--- config.mk ---
export PLATFORM = sky130hd
export DESIGN_NAME = double_ended_queue_with_dump
export DESIGN_NICKNAME = d
export VERILOG_FILES = /design/src/hdl/dqd_pkg.sv /design/src/hdl/double_ended_queue_with_dump.sv /design/src/hdl/dqd_ram.sv /design/src/hdl/dqd_slot_unit.sv
export SDC_FILE = /design/constraint.sdc
export NUM_CORES = 1
export LEC_CHECK = 0
export BUFFER_PORTS_ARGS = -buffer_cell sky130_fd_sc_hd__buf_2
export CORE_MARGIN = 2
export CORE_UTILIZATION = 40
export CTS_BUF_LIST = sky130_fd_sc_hd__clkbuf_8
export DETAILED_ROUTE_END_ITERATION = 6
export PLACE_DENSITY_LB_ADDON = 0.1
export RECOVER_POWER = 100
export SYNTH_ARGS = -nofsm -noshare
export SYNTH_HDL_FRONTEND = slang
export SYNTH_SLANG_ARGS = --single-unit
--- constraint.sdc ---
create_clock -name clk_i -period 10.5 [get_ports clk_i]
set_input_delay 2.1 -clock clk_i [delete_from_list [all_inputs] [get_ports clk_i]]
set_output_delay 2.1 -clock clk_i [all_outputs]
set_load 0.02 [all_outputs]
--- src/hdl/dqd_pkg.sv ---
// shared types and codes for the double-ended queue with dump
// no dependencies; imported by the top level
package dqd_pkg;

  // fixed payload widths
  localparam int VALUE_W  = 32;
  localparam int CMD_W    = 3;
  localparam int STATUS_W = 2;

  typedef logic [CMD_W-1:0]         cmd_t;
  typedef logic [STATUS_W-1:0]      status_t;
  typedef logic signed [VALUE_W-1:0] value_t;

  // command codes
  localparam cmd_t CMD_PUSH_FRONT = 3'd0;
  localparam cmd_t CMD_PUSH_BACK  = 3'd1;
  localparam cmd_t CMD_POP_FRONT  = 3'd2;
  localparam cmd_t CMD_POP_BACK   = 3'd3;
  localparam cmd_t CMD_DUMP_FWD   = 3'd4;
  localparam cmd_t CMD_DUMP_REV   = 3'd5;

  // status codes
  localparam status_t ST_OK    = 2'd0;
  localparam status_t ST_EMPTY = 2'd1;
  localparam status_t ST_FULL  = 2'd2;

endpackage

--- src/hdl/double_ended_queue_with_dump.sv ---
// top level of the double-ended queue with dump: command sequencer and state
// depends on dqd_pkg, dqd_ram and dqd_slot_unit
//
// Bounded double-ended queue of signed 32-bit values held in a ring ram of
// DEPTH slots. A command is taken when start_i is high and busy_o is low.
// Push and pop commands, and a dump of an empty queue, give one status beat;
// a dump of a non-empty queue gives one entry beat per stored entry, one per
// cycle, the last marked by last_of_run_o. Every ring address comes from a
// single shared modulo adder, and a dump is paced by the one read port of the
// ram.
// Result beats appear for exactly one cycle on strobe_o and cannot be held
// off; a new command may be started while a beat is on the outputs.
// Unused command codes give no beat.
module double_ended_queue_with_dump #(
  parameter int DEPTH = 16
) (
  input  logic             clk_i,
  input  logic             rst_ni,
  input  logic             start_i,
  output logic             busy_o,
  input  dqd_pkg::cmd_t    cmd_i,
  input  dqd_pkg::value_t  item_value_i,
  output logic             strobe_o,
  output dqd_pkg::value_t  entry_value_o,
  output dqd_pkg::status_t status_o,
  output logic             is_entry_o,
  output logic             last_of_run_o
);

  import dqd_pkg::*;

  localparam int IDX_W = (DEPTH > 1) ? $clog2(DEPTH) : 1;
  localparam int CNT_W = $clog2(DEPTH + 1);

  typedef enum logic [1:0] {
    S_IDLE,
    S_EXEC,
    S_DUMP,
    S_DRAIN
  } state_e;

  // control state
  state_e           state_q, state_d;
  logic [IDX_W-1:0] front_q, front_d;
  logic [CNT_W-1:0] count_q, count_d;
  logic [CNT_W-1:0] rem_q, rem_d;
  logic             fwd_q, fwd_d;
  logic             rd_pend_q, rd_pend_d;
  logic             rd_last_q, rd_last_d;
  logic             strobe_q, strobe_d;
  status_t          status_q, status_d;
  logic             is_entry_q, is_entry_d;
  logic             last_q, last_d;

  // payload
  cmd_t             cmd_q;
  value_t           value_q;
  value_t           entry_value_q, entry_value_d;
  logic [IDX_W-1:0] offset_q, offset_d;

  // ring access
  logic [IDX_W-1:0] slot_off;
  logic [IDX_W-1:0] slot;
  logic             wr_en;
  logic             rd_en;
  logic [VALUE_W-1:0] rd_data;
  logic             full;
  logic             empty;
  logic             accept;

  assign accept = start_i && (state_q == S_IDLE);
  assign full   = (count_q == CNT_W'(DEPTH));
  assign empty  = (count_q == '0);

  // operand select for the shared index unit
  always_comb begin
    slot_off = IDX_W'(1);
    if (state_q == S_DUMP) begin
      slot_off = offset_q;
    end else begin
      case (cmd_q)
        CMD_PUSH_FRONT: slot_off = IDX_W'(DEPTH - 1);
        CMD_PUSH_BACK:  slot_off = count_q[IDX_W-1:0];
        default:        slot_off = IDX_W'(1);
      endcase
    end
  end

  dqd_slot_unit #(
    .DEPTH(DEPTH)
  ) u_slot (
    .base_i  (front_q),
    .offset_i(slot_off),
    .slot_o  (slot)
  );

  dqd_ram #(
    .WIDTH(VALUE_W),
    .DEPTH(DEPTH)
  ) u_ram (
    .clk_i    (clk_i),
    .wr_en_i  (wr_en),
    .wr_addr_i(slot),
    .wr_data_i(value_q),
    .rd_en_i  (rd_en),
    .rd_addr_i(slot),
    .rd_data_o(rd_data)
  );

  // sequencer
  always_comb begin
    state_d       = state_q;
    front_d       = front_q;
    count_d       = count_q;
    rem_d         = rem_q;
    fwd_d         = fwd_q;
    offset_d      = offset_q;
    rd_pend_d     = 1'b0;
    rd_last_d     = rd_last_q;
    strobe_d      = 1'b0;
    status_d      = status_q;
    is_entry_d    = is_entry_q;
    last_d        = last_q;
    entry_value_d = entry_value_q;
    wr_en         = 1'b0;
    rd_en         = 1'b0;

    unique case (state_q)
      S_IDLE: begin
        if (accept) begin
          state_d = S_EXEC;
        end
      end
      S_EXEC: begin
        state_d       = S_IDLE;
        strobe_d      = 1'b1;
        status_d      = ST_OK;
        is_entry_d    = 1'b0;
        last_d        = 1'b1;
        entry_value_d = '0;
        unique case (cmd_q) inside
          CMD_PUSH_FRONT: begin
            if (full) begin
              status_d = ST_FULL;
            end else begin
              wr_en   = 1'b1;
              front_d = slot;
              count_d = count_q + CNT_W'(1);
            end
          end
          CMD_PUSH_BACK: begin
            if (full) begin
              status_d = ST_FULL;
            end else begin
              wr_en   = 1'b1;
              count_d = count_q + CNT_W'(1);
            end
          end
          CMD_POP_FRONT: begin
            if (empty) begin
              status_d = ST_EMPTY;
            end else begin
              front_d = slot;
              count_d = count_q - CNT_W'(1);
            end
          end
          CMD_POP_BACK: begin
            if (empty) begin
              status_d = ST_EMPTY;
            end else begin
              count_d = count_q - CNT_W'(1);
            end
          end
          CMD_DUMP_FWD, CMD_DUMP_REV: begin
            if (empty) begin
              status_d = ST_EMPTY;
            end else begin
              strobe_d = 1'b0;
              state_d  = S_DUMP;
              rem_d    = count_q;
              fwd_d    = (cmd_q == CMD_DUMP_FWD);
              offset_d = (cmd_q == CMD_DUMP_FWD) ? '0
                                                 : IDX_W'(count_q - CNT_W'(1));
            end
          end
          default: begin
            // unused codes: no beat
            strobe_d = 1'b0;
          end
        endcase
      end
      S_DUMP: begin
        // one ram read per cycle, data lands next cycle
        rd_en     = 1'b1;
        rd_pend_d = 1'b1;
        rd_last_d = (rem_q == CNT_W'(1));
        rem_d     = rem_q - CNT_W'(1);
        offset_d  = fwd_q ? (offset_q + IDX_W'(1)) : (offset_q - IDX_W'(1));
        if (rem_q == CNT_W'(1)) begin
          state_d = S_DRAIN;
        end
      end
      S_DRAIN: begin
        state_d = S_IDLE;
      end
      default: begin
        state_d = S_IDLE;
      end
    endcase

    // entry beat from the read pipeline
    if (rd_pend_q) begin
      strobe_d      = 1'b1;
      status_d      = ST_OK;
      is_entry_d    = 1'b1;
      last_d        = rd_last_q;
      entry_value_d = value_t'(rd_data);
    end
  end

  // state and registered outputs
  always_ff @(posedge clk_i or negedge rst_ni) begin
    if (!rst_ni) begin
      state_q       <= S_IDLE;
      front_q       <= '0;
      count_q       <= '0;
      rem_q         <= '0;
      fwd_q         <= 1'b0;
      offset_q      <= '0;
      rd_pend_q     <= 1'b0;
      rd_last_q     <= 1'b0;
      strobe_q      <= 1'b0;
      status_q      <= ST_OK;
      is_entry_q    <= 1'b0;
      last_q        <= 1'b0;
      entry_value_q <= '0;
    end else begin
      state_q       <= state_d;
      front_q       <= front_d;
      count_q       <= count_d;
      rem_q         <= rem_d;
      fwd_q         <= fwd_d;
      offset_q      <= offset_d;
      rd_pend_q     <= rd_pend_d;
      rd_last_q     <= rd_last_d;
      strobe_q      <= strobe_d;
      status_q      <= status_d;
      is_entry_q    <= is_entry_d;
      last_q        <= last_d;
      entry_value_q <= entry_value_d;
    end
  end

  // payload registers
  always_ff @(posedge clk_i) begin
    if (accept) begin
      cmd_q   <= cmd_i;
      value_q <= item_value_i;
    end
  end

  assign busy_o        = (state_q != S_IDLE);
  assign strobe_o      = strobe_q;
  assign entry_value_o = entry_value_q;
  assign status_o      = status_q;
  assign is_entry_o    = is_entry_q;
  assign last_of_run_o = last_q;

  // checks
  a_count_bound: assert property (@(posedge clk_i) disable iff (!rst_ni)
    count_q <= CNT_W'(DEPTH))
    else $error("entry count beyond depth");

  a_busy_after_start: assert property (@(posedge clk_i) disable iff (!rst_ni)
    start_i && !busy_o |=> busy_o)
    else $error("block not busy after a command was taken");

  a_status_beat_last: assert property (@(posedge clk_i) disable iff (!rst_ni)
    strobe_o && !is_entry_o |-> last_of_run_o && entry_value_o == '0)
    else $error("status beat not marked last or carries data");

  a_dump_read_beat: assert property (@(posedge clk_i) disable iff (!rst_ni)
    state_q == S_DUMP |=> ##1 strobe_o && is_entry_o && status_o == ST_OK)
    else $error("dump read did not give an entry beat");

  a_entry_in_run: assert property (@(posedge clk_i) disable iff (!rst_ni)
    strobe_o && is_entry_o && !last_of_run_o |=> strobe_o && is_entry_o)
    else $error("dump run broken before its last beat");

endmodule

--- src/hdl/dqd_ram.sv ---
// generic simple dual-port ram, one write and one registered read port
// no dependencies
module dqd_ram #(
  parameter int WIDTH  = 32,
  parameter int DEPTH  = 16,
  localparam int ADDR_W = (DEPTH > 1) ? $clog2(DEPTH) : 1
) (
  input  logic              clk_i,
  input  logic              wr_en_i,
  input  logic [ADDR_W-1:0] wr_addr_i,
  input  logic [WIDTH-1:0]  wr_data_i,
  input  logic              rd_en_i,
  input  logic [ADDR_W-1:0] rd_addr_i,
  output logic [WIDTH-1:0]  rd_data_o
);

  logic [WIDTH-1:0] mem_q [DEPTH];
  logic [WIDTH-1:0] rd_data_q;

  // write port
  always_ff @(posedge clk_i) begin
    if (wr_en_i) begin
      mem_q[wr_addr_i] <= wr_data_i;
    end
  end

  // registered read port
  always_ff @(posedge clk_i) begin
    if (rd_en_i) begin
      rd_data_q <= mem_q[rd_addr_i];
    end
  end

  assign rd_data_o = rd_data_q;

endmodule

--- src/hdl/dqd_slot_unit.sv ---
// shared ring index unit: slot = (base + offset) mod DEPTH
// no dependencies; used by the top-level sequencer for every ring access
module dqd_slot_unit #(
  parameter int DEPTH  = 16,
  localparam int IDX_W = (DEPTH > 1) ? $clog2(DEPTH) : 1
) (
  input  logic [IDX_W-1:0] base_i,
  input  logic [IDX_W-1:0] offset_i,
  output logic [IDX_W-1:0] slot_o
);

  localparam logic [IDX_W:0] DepthW = (IDX_W + 1)'(DEPTH);

  logic [IDX_W:0] sum;
  logic [IDX_W:0] wrapped;

  // both operands below DEPTH, so one conditional subtract wraps the sum
  always_comb begin
    sum     = {1'b0, base_i} + {1'b0, offset_i};
    wrapped = (sum >= DepthW) ? (sum - DepthW) : sum;
    slot_o  = wrapped[IDX_W-1:0];
  end

endmodule
== After elaboration in Yosys (flattened, before gate mapping) ==
Memory sizes are Yosys's and may differ from the RTL's. A register that Yosys moved wholly into a read port is not among the register bits.
Index checks and enable logic that the tools add are counted.
Storage, ports and cells
  register bits after elaboration: 95
  bits in latches: 0
  RAM bits: 512
  bits in read-only memories: 0
  input port bits: 38
  memories kept: 1
Cells by class
  add/sub/neg operators: 7
  $mul: 0
  div/mod/pow operators: 0
  magnitude comparators: 1
  eq/ne operators: 18
  shift-type cells: 0
  multiplexer cells: 43
  bitwise gates (word level): 1
  reduce and logical (&&, ||, !) cells: 19
Memories
  u_ram.mem_q: words 16, width 32, rd ports 1, clocked after Yosys merged registers in 1, write ports 1, line dqd_ram.sv:17  | logic [WIDTH-1:0] mem_q [DEPTH];
Operator list (number)
  32-bit 2-to-1 mux: 2
  4-bit 2-to-1 mux: 8
  4-bit case mux with 2 select lines: 3
  5-bit 2-to-1 mux: 4
  5-bit case mux with 2 select lines: 2
  1-bit 2-to-1 mux: 14
  2-bit 2-to-1 mux: 7
  2-bit inequality test (second input constant): 7
  2-bit nonzero test: 5
  5-bit by 1-bit subtractor with 5-bit output (second input constant): 2
  2-bit case mux with 4 select lines: 1
  4-bit AND reduction: 2
  4-bit OR reduction: 2
  4-bit by 1-bit subtractor with 4-bit output (second input constant): 2
  3-bit by 2-bit equality test with 1-bit output (second input constant): 2
  3-bit equality test (second input constant): 2
  3-bit AND reduction: 2
  2-bit OR reduction: 3
  4-bit by 4-bit adder with 5-bit output: 1
  5-bit by 1-bit adder with 5-bit output (second input constant): 1
  5-bit by 1-bit equality test with 1-bit output (second input constant): 1
  5-bit equality test (second input constant): 1
  5-bit greater-or-equal comparator (second input constant): 1
  5-bit zero test: 1
  12 further kinds: 13

== Longest topological paths before layout ==
  word-level depth: 8
  gate-level depth with buffers: 15
  mapped depth without buffers: 10

== Cells and area by module ==
From an unflattened synthesis, not the netlist that was laid out.
Second synthesis, totals
  cell total of the unflattened synthesis: 1197
  area, all modules: 24254.5 um2
By module, submodules not included
  dqd_ram: times used 1, cells each 838, area an instance 20155.6 um2
  double_ended_queue_with_dump: times used 1, cells each 350, area an instance 3998.8 um2
  dqd_slot_unit: times used 1, cells each 9, area an instance 100.1 um2

== Worst setup path before layout ==
No wires, ideal clock.
  kind: register to register
  start point: register state_q[0]
  end point: memory u_ram.mem_q[12][0], enable pin
  arrival: 6.017 ns
  path slack: 4.015 ns
  stages on the path, launching flop included: 14
  path buffers: 5
  period minus slack after synthesis: 6.485 ns
  path through: dfrtp_1 > nand2b_1 > buf_6 > inv_1 > buf_1 > o31ai_1 > ha_1 > a21o_1 > a21oi_1 > xnor3_1 > buf_6 > buf_6 > buf_6 > nor3b_1
Between the ends
  word-level cells in the longest chain between the ends: 5
Ends and longest elaborated chain
  from (decl): line double_ended_queue_with_dump.sv:43  | state_e state_q, state_d;
  from (signal assigned): line double_ended_queue_with_dump.sv:238  | state_q <= state_d;
  2-bit equality test: line double_ended_queue_with_dump.sv:78  | if (state_q == S_DUMP) begin
  4-bit 2-to-1 mux: line double_ended_queue_with_dump.sv:78
  4-bit by 4-bit adder with 5-bit output: line dqd_slot_unit.sv:19  | sum = {1'b0, base_i} + {1'b0, offset_i};
  4-bit by 1-bit subtractor with 4-bit output / 5-bit greater-or-equal comparator (equally long branches): line dqd_slot_unit.sv:20  | wrapped = (sum >= DepthW) ? (sum - DepthW) : sum;
  4-bit 2-to-1 mux: line dqd_slot_unit.sv:20
  to (decl): line dqd_ram.sv:17
Parallel ways exist; a longest one is shown, timed or not.

== Worst setup path after layout ==
  start point: register state_q[0]
  end point: memory u_ram.mem_q[8][15], enable pin
The elaborated chain is that of the path after synthesis.

==> summary.md <==
| Metric | Value |
|---|---|
| Tcrit/Tclk final | `0.716` |
| Post-synthesis cell count | `1227` |
| Post-synthesis register bit count | `639` |
| Ratio of cells with drive above 1 in the final layout | `0.224` |
| FFs w/ async S/R, synth | `0.0939` |
| Hold Buf Count CTS | `0` |
| H-tree levels | `3` |
| # setup viols final | `0` |
| Number of synthesized flops with an enable pin | `579` |
| Clock Path Buffers | `3` |
| Post-synthesis mux area share | `0.132` |
| Num CTS Buffers | `107` |
| Vias | `12000` |
| Die Ht | `252 microns` |
| Gpl congestion | `0.746` |
| Skew-Pair Late Insertion Delay | `690 ps` |
| Vias in the first global route | `12700` |
| Area Overhead vs Synth | `13.1%` |
| Dpl cell area | `25900 sq um` |
| DRC viols | `0` |
| Status | `finished, violations left` |
| Cts repair resizes | `0` |
| Worst Tran Pin Value | `4280 ps` |
| Net count, final | `1423` |
| Peak Freq | `133 MHz` |
| GRT overflow | `0` |
| Antenna violations before repair | `1` |
| Starting density of the core | `0.405` |
| Startpoint types | `register` |
| 1st-iter DRT viols | `897` |
| Failing checks | `max-capacitance violations, max-slew violations` |
| Crit-path max FO | `58` |
| Final Critical Period | `7510 ps` |
| Synth Area in Compound Gates | `0.0290` |
| Port bufs | `75` |
| Post-CTS setup buffers | `0` |
| Via-per-instance ratio | `5.34` |
| Top Ports | `76` |
| Die Wd | `252 microns` |
| Worst Path Arrival | `7770 ps` |
| Largest net degree at the start of global routing | `80` |
| Area of the mapped netlist | `24500 sq um` |
| Syn_area_per_cell | `20.0 sq um` |
| VDD IR max | `0.324 mV` |
| Slew headroom | `-1.86` |
| Largest family of logic cells by synthesized area | `multiplexers` |
| Antenna viol nets, final | `0` |
| Global-route wire length before repair | `84100 microns` |
| Pwr per Cell Area | `326 nW/um^2` |
| Post-Synth XOR/XNOR Area | `0.00556` |
| Unrepaired setup endpoints after global routing | `no` |
| Leakage power | `9.30 nW` |
| HPWL Detailed | `29500 microns` |
| CORE AREA | `60500 sq um` |
| Setup WS pre-CTS | `4900 ps` |
| Die Area | `63300 sq um` |
| Ys flop type | `edfxtp_1` |
| Setup Skew | `28.2 ps` |
| Core Rows | `90` |
| Hold Fails Final Rpt | `0` |
| CP Capture Type | `register` |
| Worst-path clk slew | `60 ps` |
| Synthesized Nets | `1281` |
| Root Driver | `clkbuf_8` |
| Max Slew Vio Count | `535` |
| Worst Hold Class | `register to register` |
| Post-Synth Simple-Gate Area | `0.0382` |
| Worst setup margin | `2990 ps` |
| Max-capacitance violation count | `16` |
| Register area share after synthesis | `0.770` |
| Worst setup path category | `register to register` |
| YS warnings | `0` |
| CTS tree | `done` |
| Routed WL | `56300 microns` |
| Setup TNS | `0 ps` |
| Netlist cell types | `52` |
| Clock Sinks | `639` |
| Total track usage | `0.183` |
| Post-synthesis adder-cell area fraction | `0.00878` |
| Pre-antenna DRT Iters | `5` |
| WL per Instance | `25.1 microns` |
| Worst endpoint required time | `10750 ps` |
| Cell area after layout | `27700 sq um` |
==> path summary, 6_finish.rpt <==
kind | startpoint | endpoint | cells past startpoint | slack, ps
worst max-delay path | state_q[0] | u_ram.mem_q[8][15] | 10 | 2990
worst min-delay path | u_ram.rd_data_o[28] | entry_value_o[28] | 2 | 450
worst max register to register | state_q[0] | u_ram.mem_q[8][15] | 10 | 2990
worst min register to register | u_ram.rd_data_o[28] | entry_value_o[28] | 2 | 450
max in group asynchronous | rst_ni | entry_value_o[15] | 1 | 5340
min in group asynchronous | rst_ni | strobe_o | 1 | 2840
==> power by group <==
part / switching, mW / internal, mW
Sequential: 0.228 / 3.24
Clock: 0.981 / 1.09
Combinational: 1.93 / 1.57
==> area by class of cell <==
type	instances	area, sq um
sequential	639	18900
tap	782	978
multi-input combinational	503	5290
clock buffer	112	1540
fill	5192	32800
clock inverter	86	469
inverter	13	48.8
timing repair buffer	105	498
antenna	1	2.50
==> flip-flops by register name (all words and copies together), names as in the netlist, named ones only <==
signal,cells
strobe_o,1
last_of_run_o,1
rem_q,5
fwd_q,1
status_o,2
value_q,32
offset_q,4
state_q,1
is_entry_o,1
entry_value_o,32
front_q,4
rd_last_q,1
u_ram.rd_data_o,32
cmd_q,3
u_ram.mem_q,512
count_q,5
rd_pend_q,1
==> cells in the mapped netlist (all sizes together) (2+ instances only) <==
library cell	count	area [sq um]
edfxtp	579	17400
mux4	128	2880
nand2	115	432
dfrtp	60	1500
clkbuf	41	154
o21ai	41	205
nand3	35	175
mux2i	33	330
o221ai	32	280
buf	31	194
nor2	20	75.1
ha	14	175
inv	13	48.8
nor3	12	60.1
a21oi	9	45.0
xor2	7	61.3
xnor2	6	52.6
nand3b	4	30.0
nor3b	4	30.0
a21o	3	22.5
nand2b	3	26.3
nand4b	3	26.3
o31ai	3	22.5
a211oi	2	15.0
a221o	2	20.0
a32oi	2	17.5
fa	2	40.0
mux2	2	22.5
nor2b	2	12.5
nor4b	2	23.8
or2	2	12.5
==> cell families after synthesis <==
logic type | after synthesis
flops | 639
compound gates | 103
xor+xnor | 14
mux | 163
fa+ha+maj | 16
simple gates | 207
buf+inv | 85
==> worst max-delay path, stage by stage, from the launching register on <==
cell	delay (ps)
dfrtp_1	410
nand2b_1	290
clkinv_1	80
buf_4	640
o31ai_1	270
ha_1	330
a21o_1	200
a21oi_1	210
xnor3_1	1300
nor3b_1	1720
clkbuf_1	1560
==> placed cells by master (no fill, tap or decap), drive strengths merged, types with 6 or more instances in the layout <==
master	synthesis	layout
edfxtp	579	579
clkbuf	41	168
mux4	128	128
nand2	115	115
dfrtp	60	60
buf	31	49
inv	13	47
clkinv	0	45
o21ai	41	41
nand3	35	35
mux2i	33	33
o221ai	32	32
nor2	20	20
ha	14	14
nor3	12	12
a21oi	9	9
xor2	7	7
xnor2	6	6
==> layer usage <==
| layer | GRT usage | share of wire | up-vias | routed length (microns) |
|---|---|---|---|---|
| met2 | 0.295 | 0.48 | 280 | 27100 |
| li1 | - | - | 5275 | - |
| met3 | 0.0362 | 0.049 | 72 | 2760 |
| met5 | 0 | 0 | - | 0 |
| met1 | 0.251 | 0.45 | 6338 | 25400 |
| met4 | 0.0578 | 0.018 | 0 | 1040 |
==> per-stage QoR <==
| step | utilization | total power, mW | std cells | hold slack [ps] |
|---|---|---|---|---|
| after floorplan | - | 6.15 | 1227 | 430 |
| after global placement | 0.428 | 7.08 | 2042 | 446 |
| after detailed placement | 0.428 | 7.10 | 2042 | 441 |
| after CTS | 0.461 | 9.21 | 2240 | 455 |
| after global routing | 0.458 | 9.63 | 2241 | 497 |
| final | 0.458 | 9.04 | 2241 | 450 |
Power figures use the tool's default switching activity.
